$ cat src/sv/dpb_pkg.sv
`default_nettype none
package dpb_pkg;

    localparam int unsigned CFG_IDX_W = 3;
    localparam int unsigned CFG_DATA_W = 16;

    typedef enum logic [CFG_IDX_W-1:0] {
        CFG_DEPTH_SCALE = 3'd0,
        CFG_CENTER_X    = 3'd1,
        CFG_CENTER_Y    = 3'd2,
        CFG_FOCAL_X     = 3'd3,
        CFG_FOCAL_Y     = 3'd4,
        CFG_OBST_INT    = 3'd5
    } t_cfg_idx;

    localparam logic [7:0]  GRAY_LEVEL = 8'd102;
    localparam logic [15:0] RST_DEPTH_SCALE = 16'd1000;
    localparam logic [15:0] RST_CENTER_X = 16'd7597;
    localparam logic [15:0] RST_CENTER_Y = 16'd3985;
    localparam logic [15:0] RST_FOCAL_X = 16'd8375;
    localparam logic [15:0] RST_FOCAL_Y = 16'd8390;
    localparam logic [7:0]  RST_OBST_INT = 8'd20;
    localparam logic [15:0] MIN_FOCAL = 16'd16;

    localparam logic POINT_OBJECT = 1'b0;
    localparam logic POINT_OBSTACLE = 1'b1;

    typedef struct packed {
        logic [15:0] depth_scale;
        logic [15:0] center_x;
        logic [15:0] center_y;
        logic [15:0] focal_x;
        logic [15:0] focal_y;
    } t_geom;

    // one queued point job
    typedef struct packed {
        logic        point_class;
        logic [11:0] row;
        logic [11:0] col;
        logic [15:0] depth;
        logic [7:0]  red;
        logic [7:0]  green;
        logic [7:0]  blue;
    } t_entry;

endpackage
`default_nettype wire

$ cat src/sv/dpb_front.sv
`default_nettype none
module dpb_front
    import dpb_pkg::*;
#(
    parameter int unsigned MAX_COLS = 4096,
    parameter int unsigned MAX_ROWS = 4096
) (
    input  wire logic        i_clk,
    input  wire logic        i_rst_n,
    input  wire logic        i_accept,
    input  wire logic        i_frame_start,
    input  wire logic [11:0] i_pixel_row,
    input  wire logic [11:0] i_pixel_col,
    input  wire logic [15:0] i_depth_raw,
    input  wire logic [7:0]  i_mask_value,
    input  wire logic [7:0]  i_blue_in,
    input  wire logic [7:0]  i_green_in,
    input  wire logic [7:0]  i_red_in,
    input  wire logic [7:0]  i_obstacle_interval,
    output logic             o_push,
    output t_entry           o_push_data
);

    logic [7:0] r_skip;
    logic [7:0] n_skip;
    logic [7:0] base;
    logic [7:0] inc;
    logic       live;

    always_comb begin
        base = i_frame_start ? 8'd0 : r_skip;
        inc = base + 8'd1;
        live = (i_depth_raw != 16'd0) && ({1'b0, i_pixel_row} < 13'(MAX_ROWS))
            && ({1'b0, i_pixel_col} < 13'(MAX_COLS));
        n_skip = r_skip;
        o_push = 1'b0;
        o_push_data.point_class = POINT_OBJECT;
        o_push_data.row = i_pixel_row;
        o_push_data.col = i_pixel_col;
        o_push_data.depth = i_depth_raw;
        o_push_data.red = i_red_in;
        o_push_data.green = i_green_in;
        o_push_data.blue = i_blue_in;
        if (i_accept) begin
            n_skip = base;
            if (live) begin
                if (i_mask_value != 8'd0) begin
                    o_push = 1'b1;
                end else if (inc == i_obstacle_interval) begin
                    n_skip = 8'd0;
                    o_push = 1'b1;
                    o_push_data.point_class = POINT_OBSTACLE;
                    o_push_data.red = GRAY_LEVEL;
                    o_push_data.green = GRAY_LEVEL;
                    o_push_data.blue = GRAY_LEVEL;
                end else begin
                    n_skip = inc;
                end
            end
        end
    end

    always_ff @(posedge i_clk) begin
        if (!i_rst_n) begin
            r_skip <= 8'd0;
        end else begin
            r_skip <= n_skip;
        end
    end

endmodule
`default_nettype wire

$ cat src/sv/dpb_fifo.sv
`default_nettype none
module dpb_fifo
    import dpb_pkg::*;
(
    input  wire logic   i_clk,
    input  wire logic   i_rst_n,
    input  wire logic   i_push,
    input  t_entry      i_data,
    input  wire logic   i_pop,
    output logic        o_full,
    output logic        o_nempty,
    output t_entry      o_data
);

    t_entry     r_mem [2];
    logic       r_wp;
    logic       r_rp;
    logic [1:0] r_cnt;

    assign o_full = (r_cnt == 2'd2);
    assign o_nempty = (r_cnt != 2'd0);
    assign o_data = r_mem[r_rp];

    always_ff @(posedge i_clk) begin
        if (i_push) begin
            r_mem[r_wp] <= i_data;
        end
    end

    always_ff @(posedge i_clk) begin
        if (!i_rst_n) begin
            r_wp <= 1'b0;
            r_rp <= 1'b0;
            r_cnt <= 2'd0;
        end else begin
            if (i_push) begin
                r_wp <= ~r_wp;
            end
            if (i_pop) begin
                r_rp <= ~r_rp;
            end
            r_cnt <= r_cnt + {1'b0, i_push} - {1'b0, i_pop};
        end
    end

endmodule
`default_nettype wire

$ cat src/sv/dpb_back.sv
`default_nettype none
module dpb_back
    import dpb_pkg::*;
(
    input  wire logic        i_clk,
    input  wire logic        i_rst_n,
    input  t_geom            i_geom,
    input  wire logic        i_q_nempty,
    input  t_entry           i_q_data,
    output logic             o_q_pop,
    input  wire logic        i_stall,
    output logic             o_valid,
    output logic             o_point_class,
    output logic [45:0]      o_coord_x,
    output logic [45:0]      o_coord_y,
    output logic [31:0]      o_coord_z,
    output logic [7:0]       o_red_out,
    output logic [7:0]       o_green_out,
    output logic [7:0]       o_blue_out
);

    typedef enum logic [4:0] {
        ST_IDLE = 5'b00001,
        ST_ZDIV = 5'b00010,
        ST_MUL  = 5'b00100,
        ST_XYDIV = 5'b01000,
        ST_DONE = 5'b10000
    } t_state;

    t_state      r_state;
    t_entry      r_ent;
    logic [5:0]  r_cnt;
    logic [31:0] r_zq;
    logic [15:0] r_zr;
    logic [31:0] r_z;
    logic [47:0] r_xq;
    logic [15:0] r_xr;
    logic [47:0] r_yq;
    logic [15:0] r_yr;
    logic        r_xneg;
    logic        r_yneg;

    logic [15:0] scale;
    logic [15:0] div_x;
    logic [15:0] div_y;
    logic [15:0] p16x;
    logic [15:0] p16y;
    logic        negx;
    logic        negy;
    logic [15:0] magx;
    logic [15:0] magy;
    logic [16:0] zsh;
    logic        zge;
    logic [16:0] xsh;
    logic        xge;
    logic [16:0] ysh;
    logic        yge;
    logic [47:0] xneg_q;
    logic [47:0] yneg_q;
    logic        out_free;

    always_comb begin
        scale = (i_geom.depth_scale == 16'd0) ? 16'd1 : i_geom.depth_scale;
        div_x = (i_geom.focal_x < MIN_FOCAL) ? MIN_FOCAL : i_geom.focal_x;
        div_y = (i_geom.focal_y < MIN_FOCAL) ? MIN_FOCAL : i_geom.focal_y;
        p16x = {r_ent.col, 4'b0000};
        p16y = {r_ent.row, 4'b0000};
        negx = p16x < i_geom.center_x;
        negy = p16y < i_geom.center_y;
        magx = negx ? (i_geom.center_x - p16x) : (p16x - i_geom.center_x);
        magy = negy ? (i_geom.center_y - p16y) : (p16y - i_geom.center_y);
        zsh = {r_zr, r_zq[31]};
        zge = zsh >= {1'b0, scale};
        xsh = {r_xr, r_xq[47]};
        xge = xsh >= {1'b0, div_x};
        ysh = {r_yr, r_yq[47]};
        yge = ysh >= {1'b0, div_y};
        xneg_q = ~r_xq + 48'd1;
        yneg_q = ~r_yq + 48'd1;
        out_free = !o_valid || !i_stall;
        o_q_pop = (r_state == ST_IDLE) && i_q_nempty;
    end

    always_ff @(posedge i_clk) begin
        if (!i_rst_n) begin
            r_state <= ST_IDLE;
            o_valid <= 1'b0;
        end else begin
            if ((r_state == ST_DONE) && out_free) begin
                o_valid <= 1'b1;
            end else if (!i_stall) begin
                o_valid <= 1'b0;
            end
            case (r_state)
                ST_IDLE: begin
                    if (i_q_nempty) begin
                        r_state <= ST_ZDIV;
                    end
                end
                ST_ZDIV: begin
                    if (r_cnt == 6'd0) begin
                        r_state <= ST_MUL;
                    end
                end
                ST_MUL: begin
                    r_state <= ST_XYDIV;
                end
                ST_XYDIV: begin
                    if (r_cnt == 6'd0) begin
                        r_state <= ST_DONE;
                    end
                end
                ST_DONE: begin
                    if (out_free) begin
                        r_state <= ST_IDLE;
                    end
                end
                default: begin
                    r_state <= ST_IDLE;
                end
            endcase
        end
    end

    // shift-subtract dividers, one quotient bit per cycle
    always_ff @(posedge i_clk) begin
        case (r_state)
            ST_IDLE: begin
                r_ent <= i_q_data;
                r_zq <= {i_q_data.depth, 16'd0};
                r_zr <= 16'd0;
                r_cnt <= 6'd31;
            end
            ST_ZDIV: begin
                r_zr <= zge ? 16'(zsh - {1'b0, scale}) : zsh[15:0];
                r_zq <= {r_zq[30:0], zge};
                r_cnt <= r_cnt - 6'd1;
            end
            ST_MUL: begin
                r_z <= r_zq;
                r_xq <= 48'(magx) * 48'(r_zq);
                r_yq <= 48'(magy) * 48'(r_zq);
                r_xr <= 16'd0;
                r_yr <= 16'd0;
                r_xneg <= negx;
                r_yneg <= negy;
                r_cnt <= 6'd47;
            end
            ST_XYDIV: begin
                r_xr <= xge ? 16'(xsh - {1'b0, div_x}) : xsh[15:0];
                r_xq <= {r_xq[46:0], xge};
                r_yr <= yge ? 16'(ysh - {1'b0, div_y}) : ysh[15:0];
                r_yq <= {r_yq[46:0], yge};
                r_cnt <= r_cnt - 6'd1;
            end
            ST_DONE: begin
                if (out_free) begin
                    o_point_class <= r_ent.point_class;
                    o_coord_x <= r_xneg ? xneg_q[45:0] : r_xq[45:0];
                    o_coord_y <= r_yneg ? yneg_q[45:0] : r_yq[45:0];
                    o_coord_z <= r_z;
                    o_red_out <= r_ent.red;
                    o_green_out <= r_ent.green;
                    o_blue_out <= r_ent.blue;
                end
            end
            default: begin
                r_cnt <= 6'd0;
            end
        endcase
    end

endmodule
`default_nettype wire

$ cat src/sv/depth_pixel_backprojection_split_unit.sv
// Pixels that give no point end at the front; a point waits in a two-word queue.
// Each point holds the back end through load, z divide, multiply, x/y divide and the
// output register; the next point is taken only after that, and an output stall holds it longer.
// With an idle queue and back end, an accepted point passes the queue and those steps, then o_valid rises.
// Reset (synchronous, active low) loads register defaults, clears the obstacle
// counter, empties the queue and drops the output word.
`default_nettype none
module depth_pixel_backprojection_split_unit
    import dpb_pkg::*;
#(
    parameter int unsigned MAX_COLS = 4096,
    parameter int unsigned MAX_ROWS = 4096
) (
    input  wire logic                  i_clk,
    input  wire logic                  i_rst_n,
    input  wire logic                  i_cfg_we,
    input  wire logic [CFG_IDX_W-1:0]  i_cfg_idx,
    input  wire logic [CFG_DATA_W-1:0] i_cfg_data,
    input  wire logic                  i_valid,
    output logic                       o_stall,
    input  wire logic                  i_frame_start,
    input  wire logic [11:0]           i_pixel_row,
    input  wire logic [11:0]           i_pixel_col,
    input  wire logic [15:0]           i_depth_raw,
    input  wire logic [7:0]            i_mask_value,
    input  wire logic [7:0]            i_blue_in,
    input  wire logic [7:0]            i_green_in,
    input  wire logic [7:0]            i_red_in,
    output logic                       o_valid,
    input  wire logic                  i_stall,
    output logic                       o_point_class,
    output logic [45:0]                o_coord_x,
    output logic [45:0]                o_coord_y,
    output logic [31:0]                o_coord_z,
    output logic [7:0]                 o_red_out,
    output logic [7:0]                 o_green_out,
    output logic [7:0]                 o_blue_out
);

    t_geom      r_geom;
    logic [7:0] r_obst_int;
    logic       full;
    logic       nempty;
    logic       push;
    logic       pop;
    t_entry     push_data;
    t_entry     head;

    always_ff @(posedge i_clk) begin
        if (!i_rst_n) begin
            r_geom.depth_scale <= RST_DEPTH_SCALE;
            r_geom.center_x <= RST_CENTER_X;
            r_geom.center_y <= RST_CENTER_Y;
            r_geom.focal_x <= RST_FOCAL_X;
            r_geom.focal_y <= RST_FOCAL_Y;
            r_obst_int <= RST_OBST_INT;
        end else if (i_cfg_we) begin
            case (i_cfg_idx)
                CFG_DEPTH_SCALE: r_geom.depth_scale <= i_cfg_data;
                CFG_CENTER_X:    r_geom.center_x <= i_cfg_data;
                CFG_CENTER_Y:    r_geom.center_y <= i_cfg_data;
                CFG_FOCAL_X:     r_geom.focal_x <= i_cfg_data;
                CFG_FOCAL_Y:     r_geom.focal_y <= i_cfg_data;
                CFG_OBST_INT:    r_obst_int <= i_cfg_data[7:0];
                default: begin
                end
            endcase
        end
    end

    assign o_stall = full;

    dpb_front #(
        .MAX_COLS(MAX_COLS),
        .MAX_ROWS(MAX_ROWS)
    ) u_front (
        .i_clk(i_clk),
        .i_rst_n(i_rst_n),
        .i_accept(i_valid && !full),
        .i_frame_start(i_frame_start),
        .i_pixel_row(i_pixel_row),
        .i_pixel_col(i_pixel_col),
        .i_depth_raw(i_depth_raw),
        .i_mask_value(i_mask_value),
        .i_blue_in(i_blue_in),
        .i_green_in(i_green_in),
        .i_red_in(i_red_in),
        .i_obstacle_interval(r_obst_int),
        .o_push(push),
        .o_push_data(push_data)
    );

    dpb_fifo u_fifo (
        .i_clk(i_clk),
        .i_rst_n(i_rst_n),
        .i_push(push),
        .i_data(push_data),
        .i_pop(pop),
        .o_full(full),
        .o_nempty(nempty),
        .o_data(head)
    );

    dpb_back u_back (
        .i_clk(i_clk),
        .i_rst_n(i_rst_n),
        .i_geom(r_geom),
        .i_q_nempty(nempty),
        .i_q_data(head),
        .o_q_pop(pop),
        .i_stall(i_stall),
        .o_valid(o_valid),
        .o_point_class(o_point_class),
        .o_coord_x(o_coord_x),
        .o_coord_y(o_coord_y),
        .o_coord_z(o_coord_z),
        .o_red_out(o_red_out),
        .o_green_out(o_green_out),
        .o_blue_out(o_blue_out)
    );

endmodule
`default_nettype wire

$ cat config.mk
export PLATFORM = sky130hd
export DESIGN_NAME = depth_pixel_backprojection_split_unit
export DESIGN_NICKNAME = d
export VERILOG_FILES = /design/src/sv/dpb_pkg.sv /design/src/sv/dpb_front.sv /design/src/sv/dpb_fifo.sv /design/src/sv/dpb_back.sv /design/src/sv/depth_pixel_backprojection_split_unit.sv
export SDC_FILE = /design/constraint.sdc
export NUM_CORES = 2
export LEC_CHECK = 0
export BUFFER_PORTS_ARGS = -buffer_cell sky130_fd_sc_hd__buf_4
export CORE_MARGIN = 3
export CORE_UTILIZATION = 45
export CTS_CLUSTER_SIZE = 12
export DETAILED_ROUTE_END_ITERATION = 10
export SLEW_MARGIN = 30
export SYNTH_ARGS = -nofsm -noshare
export SYNTH_HDL_FRONTEND = slang
export SYNTH_SLANG_ARGS = --single-unit
$ cat constraint.sdc
create_clock -name i_clk -period 20 [get_ports i_clk]
set_clock_uncertainty 0.1 [all_clocks]
set_input_delay 4 -clock i_clk [delete_from_list [all_inputs] [get_ports i_clk]]
set_output_delay 4 -clock i_clk [all_outputs]
set_load 0.05 [all_outputs]
Yosys cells after proc, flatten, opt, wreduce, memory -nomap -nowiden. Memory sizes are Yosys's and may differ from the RTL's. A register that Yosys moved wholly into a read port is not among the register bits. Index checks and enable logic that the tools add are counted.

Add/sub/neg operators: 13. $mul: 2. Div/mod/pow operators: 0. $lt $le $gt $ge: 7. Equal/unequal tests: 17. Shift-type cells: 0. Mux-type cells: 43. Bitwise gates (word level): 4. Reduce and logical (&&, ||, !) cells: 24.

Operator list (count): one-hot mux 48 bit (2 select lines) (2); 2-to-1 mux 16 bit (8); subtractor 16 bit (7); multiplier 16 x 32 -> 48 bit (2); 2-to-1 mux 24 bit (4); one-hot mux 16 bit (2 select lines) (3); adder 46 x 1 -> 46 bit (second input constant) (2); 2-to-1 mux 46 bit (2); NOT 46 bit (2); one-hot mux 32 bit (2 select lines) (1); >= comparator 17 x 16 -> 1 bit (3); < comparator 16 bit (2); < comparator 16 x 5 -> 1 bit (second input constant) (2); 2-to-1 mux 8 bit (4); one-hot mux 5 bit (5 select lines) (1); one-hot mux 6 bit (4 select lines) (1); 2-to-1 mux 5 bit (4); logical NOT 16 bit (1); nonzero test 16 bit (1); AND reduction 2 bit (7); 2-to-1 mux 1 bit (13); != test 2 x 1 -> 1 bit (second input constant) (5); adder 8 x 1 -> 8 bit (second input constant) (1); == test 8 bit (1); 22 further kinds (31).

Flip-flop bits (word level): 520. Bits in latches: 0. Bits in writable memories: 130. ROM bits: 0. Bits of input ports: 97. Output and inout port bits: 151. Word-level logic and storage cells: 146. Memories: 1.

Memory list: u_fifo.r_mem (words 2, bits a word 65, rd ports 1, clocked after memory_dff 1, write ports 1, line dpb_fifo.sv:15) `t_entry r_mem [2];`.

Depth between registers and ports, before layout.
Word-level depth: 9. Depth in mapped cells: 39. Depth with buffers taken out: 35.

Cells and area by module. From an unflattened synthesis, not the netlist that was laid out.

Cells, all modules: 6526. Area, all modules: 64151.5 um^2.

Modules (own cells, without submodules): dpb_back (instances 1, cells each 5788, area an instance 54258.3 um^2, seq. area each 12552.0 um^2); dpb_fifo (instances 1, cells each 223, area an instance 5123.7 um^2, seq. area each 4003.8 um^2); depth_pixel_backprojection_split_unit (instances 1, cells each 327, area an instance 3428.3 um^2, seq. area each 1761.7 um^2); dpb_front (instances 1, cells each 188, area an instance 1341.3 um^2, seq. area each 160.2 um^2).

Least setup slack after synthesis. Ideal clock, no wire load.

Path kind: input-to-reg. Start: input i_stall. End: register u_back.o_blue_out[0], enable pin. Setup time: 706 ps. Data arrival time: 11184 ps. Required time: 19194 ps. Slack: 8010 ps. Stages on the path: 1. Path buffers: 0. Cells stage by stage: a21oi_1.

Cells in the longest elaborated chain, start to end: 3.

Ends and longest elaborated chain: start, declared (line depth_pixel_backprojection_split_unit.sv:30) `input wire logic i_stall,`; logical NOT 1 bit (line dpb_back.sv:80) `out_free = !o_valid || !i_stall;`; logical OR 1 bit (line dpb_back.sv:80); AND reduction 2 bit (no source line); end signal, assigned (line dpb_back.sv:164) `o_blue_out <= r_ent.blue;`; end, declared (line dpb_back.sv:19) `output logic [7:0] o_blue_out`.

No other way between the ends. A chain may end at the register's enable or synchronous reset.

Worst setup path in the final report.
Start: register r_geom[48] in the netlist's numbering. End: register u_back.r_xq[46] (data pin).

Cells in the longest elaborated chain, start to end: 4. Elaborated cells on any way between the ends: 6. Those cells by class: 2 x add/sub; 1 x mul; 1 x order compare; 2 x mux.

Ends and longest elaborated chain: start, declared (line depth_pixel_backprojection_split_unit.sv:40) `t_geom r_geom;`; < comparator 16 bit (line dpb_back.sv:68) `negx = p16x < i_geom.center_x;`; named net u_back.negx (line dpb_back.sv:48) `logic negx;`; 2-to-1 mux 16 bit (line dpb_back.sv:70) `magx = negx ? (i_geom.center_x - p16x) : (p16x - i_geom.center_x);`; multiplier 16 x 32 -> 48 bit (line dpb_back.sv:141) `r_xq <= 48'(magx) * 48'(r_zq);`; one-hot mux 48 bit (2 select lines) (line dpb_back.sv:127) `case (r_state)`; end signal, assigned (line dpb_back.sv:141); end signal, assigned (line dpb_back.sv:151) `r_xq <= {r_xq[46:0], xge};`; end, declared (line dpb_back.sv:36) `logic [47:0] r_xq;`.

The timed path passes the listed nets, and every way through them passes these cells.

==> flow_summary.toml <==
[run_status]
status = "complete, no violations"

[min_path]
hp-class = "reg -> reg"
min_from = "u_back.r_z[6]$_DFFE_PP_"
whs_path_depth = 0

[drt]
drc = 0
post_drt_wl_per_cell_um = 19.69
final_antenna_net_count = 0
via_count = 43940
drt_wl_total_um = 163400
firstDrtPassIters = 6
viasPerCell = 5.294
drtIter0Drc = 3005

[setup_path]
crit_fanout = 35
crit_path_max_incr_delay_ns = 0.94
path_common_cell = "inv_1"
cp.arrival_ns = 11.22
r2r_cells = 35
crit_start = "r_geom[48]$_SDFFE_PN1P_"
critical_path_buf_inv_count = 9
timing.rr.start = "r_geom[48]$_SDFFE_PN1P_"
cpLargestDelayFamily = "adder cells"
cp-start-kind = "flip-flop"
crit_type = "reg -> reg"
slowest_stage = "dfxtp_2"
end_kind = "flip-flop"
critical_path_required_ns = 20.27
path_depth = 35

[die]
chipHeight_um = 378.2
die_w_um = 378.2
rows = 135
coreArea_mm2 = 0.1365
io_pins = 248
initial_core_util_pct = 45.67
die_area_mm2 = 0.1430

[global_routing]
grt_pass1_wl_um = 261500
grt_pass1_vias = 45580
track_usage_pct = 23.39
grt_max_degree = 105
grt_overflow = 0
antenna_found_initial = 3

[placement]
hpwl_um = 118500
post_dp_cell_area_mm2 = 0.06636
portBuffers = 247
gp_congestion = 0.8656

[yosys]
synth-edff-count = 544
synth_area_leaders = "fa_1 (27%), edfxtp_1 (26%), ha_1 (6.9%)"
synth_top_area_share_pct = 27.01
synth_flop_cell = "edfxtp_1"
synth-seq-cells = 651
synth_area_leader_cell = "fa_1"
yosys_warnings = 0
synth_area_mm2 = 0.06233
ys_seq_area_share_pct = 29.65
syn_inst = 6349
yosysUniqueCellTypes = 85
synth_fp_nets = 7630
syn-mean-instance-area_um2 = 9.817
ys_async_sr_fraction_pct = 0

[clocking]
ctsResizeCount = 0
cts_buffers = 77
clockBufferDepth = 3
cts.clk_slew.worst_paths_ns = 0.06
cts_hold_buffers = 0
cts_sinks = 651
root_buffer = "clkbuf_16"
cts_max_level = 3
cts_setup_buffers = 0
cts_tree = "yes"
clk_latency_ns = 0.71

[final_layout]
fill_cells = 12570
area_growth_pct = 10.64
final_nets = 7737
drive_gt1_share_pct = 9.067
fin_area_mm2 = 0.06896

[timing]
grt_setup_unrepaired = "no"
slew-limit-headroom_pct = 31.72
tns_ns = 0
fin_crit_ns = 10.94
drv_slew = 0
setup_viol = 0
max_freq_mhz = 91.39
min_period_over_period_pct = 54.71
worst_slew_pin_slew_ns = 1.021
hold_violations = 0

[flow_run]
drv_cap = 0
per-layer routing:
| layer | share of wire (%) | track usage, % | up-vias | routed length (um) |
|---|---|---|---|---|
| met3 | 6.4 | 4.280 | 222 | 10460 |
| li1 | - | - | 20290 | - |
| met2 | 47 | 38.31 | 1241 | 76760 |
| met1 | 44 | 32.24 | 22190 | 72310 |
| met5 | 0 | 0 | - | 0 |
| met4 | 2.4 | 5.732 | 0 | 3891 |
logic make-up after synthesis:
group	Yosys count	synth area share (%)
flops	651	29.65
fa+ha+maj	1184	33.90
compound gates	772	7.911
xor+xnor	250	3.513
mux	113	1.917
buf+inv	1446	8.742
simple gates	1933	14.37
final timing paths:
check / to / slack (ns)
setup / recovery: u_back.r_xq[46]$_DFFE_PN_ / 9.06
hold reg to reg: u_back.o_coord_z[6]$_DFFE_PP_ / 0.31
setup reg to reg: u_back.r_xq[46]$_DFFE_PN_ / 9.06
hold / removal: u_back.o_coord_z[6]$_DFFE_PP_ / 0.31
area by class of cell:
cell class              count  area, um2  area share, %
repair buffers            334       2527          3.665
clock inverters            30      392.9         0.5697
diodes                      1      2.502       0.003629
inverters                1140       4279          6.205
well taps                1781       2228          3.231
multi-input cells        4252      38850          56.33
flip-flops and latches    651      18480          26.80
clock buffers             111       2198          3.188
synth_stat cells (4+ instances only):
cell type / instances
a2111oi_0: 4
a211o_1: 4
a211oi_1: 19
a21boi_0: 63
a21o_1: 84
a21oi_1: 202
a221oi_1: 5
a22oi_1: 6
a311oi_1: 7
a31oi_1: 22
and2_1: 327
and3_1: 15
buf_1: 4
buf_2: 8
clkbuf_1: 292
dfxtp_1: 107
edfxtp_1: 544
fa_1: 841
ha_1: 343
inv_1: 1140
mux2_2: 51
mux2i_1: 62
nand2_1: 1048
nand2b_1: 33
nand3_1: 51
nand3b_1: 10
nand4_1: 24
nor2_1: 193
nor2b_1: 74
nor3_1: 46
nor3b_1: 5
nor4_1: 27
o211ai_1: 40
o21a_1: 19
o21ai_0: 180
o21ai_1: 4
o21bai_1: 19
o31ai_1: 43
o41ai_1: 17
or2_2: 23
or3_1: 22
or3b_2: 4
or4_1: 12
xnor2_1: 177
xor2_1: 73
cell usage in the layout, fill, tap and decap left out, types with 22 or more instances in the layout:
cell type and instances:
buf_4 331, edfxtp_1 544, nand2_1 1046, a31oi_1 22, nor3_1 45, xor2_1 63
ha_1 343, o31ai_1 43, clkbuf_16 80, mux2i_1 62, and2_1 328, nand3_1 50
nor2_1 191, mux2_2 51, or2_2 23, inv_1 1138, nand4_1 24, fa_1 841
a21boi_0 63, o211ai_1 40, nor4_1 26, a21o_1 84, o21ai_0 177, dfxtp_1 105
nand2b_1 33, or3_1 22, a21oi_1 200, xnor2_1 163, nor2b_1 74, clkbuf_1 23
sequential cells by signal, indices dropped and copies added (netlist names), 25 cells and up, named ones only:
register and cells:
u_back.r_yq 48, u_back.r_zq 32, u_back.r_xq 48, r_geom 80
u_back.o_coord_z 32, u_back.r_z 32, u_back.r_ent 25, u_back.o_coord_x 46
u_back.o_coord_y 46, u_fifo.r_mem 130
through the flow:
stage / hold slack [ns] / instances / util [%] / setup WS (ns)
global route: 0.3135 / 8299 / 50.52 / 8.467
floorplan: 0.3003 / 6349 / - / 8.010
finish: 0.3130 / 8300 / 50.53 / 9.058
detailed placement: 0.3052 / 8158 / 48.62 / 9.029
CTS: 0.3151 / 8299 / 50.52 / 8.997
global placement: 0.3005 / 8157 / 48.60 / 9.054
Power is not shown: default switching activity piles up to over one toggle a cycle in this logic, so the estimate is an artifact.
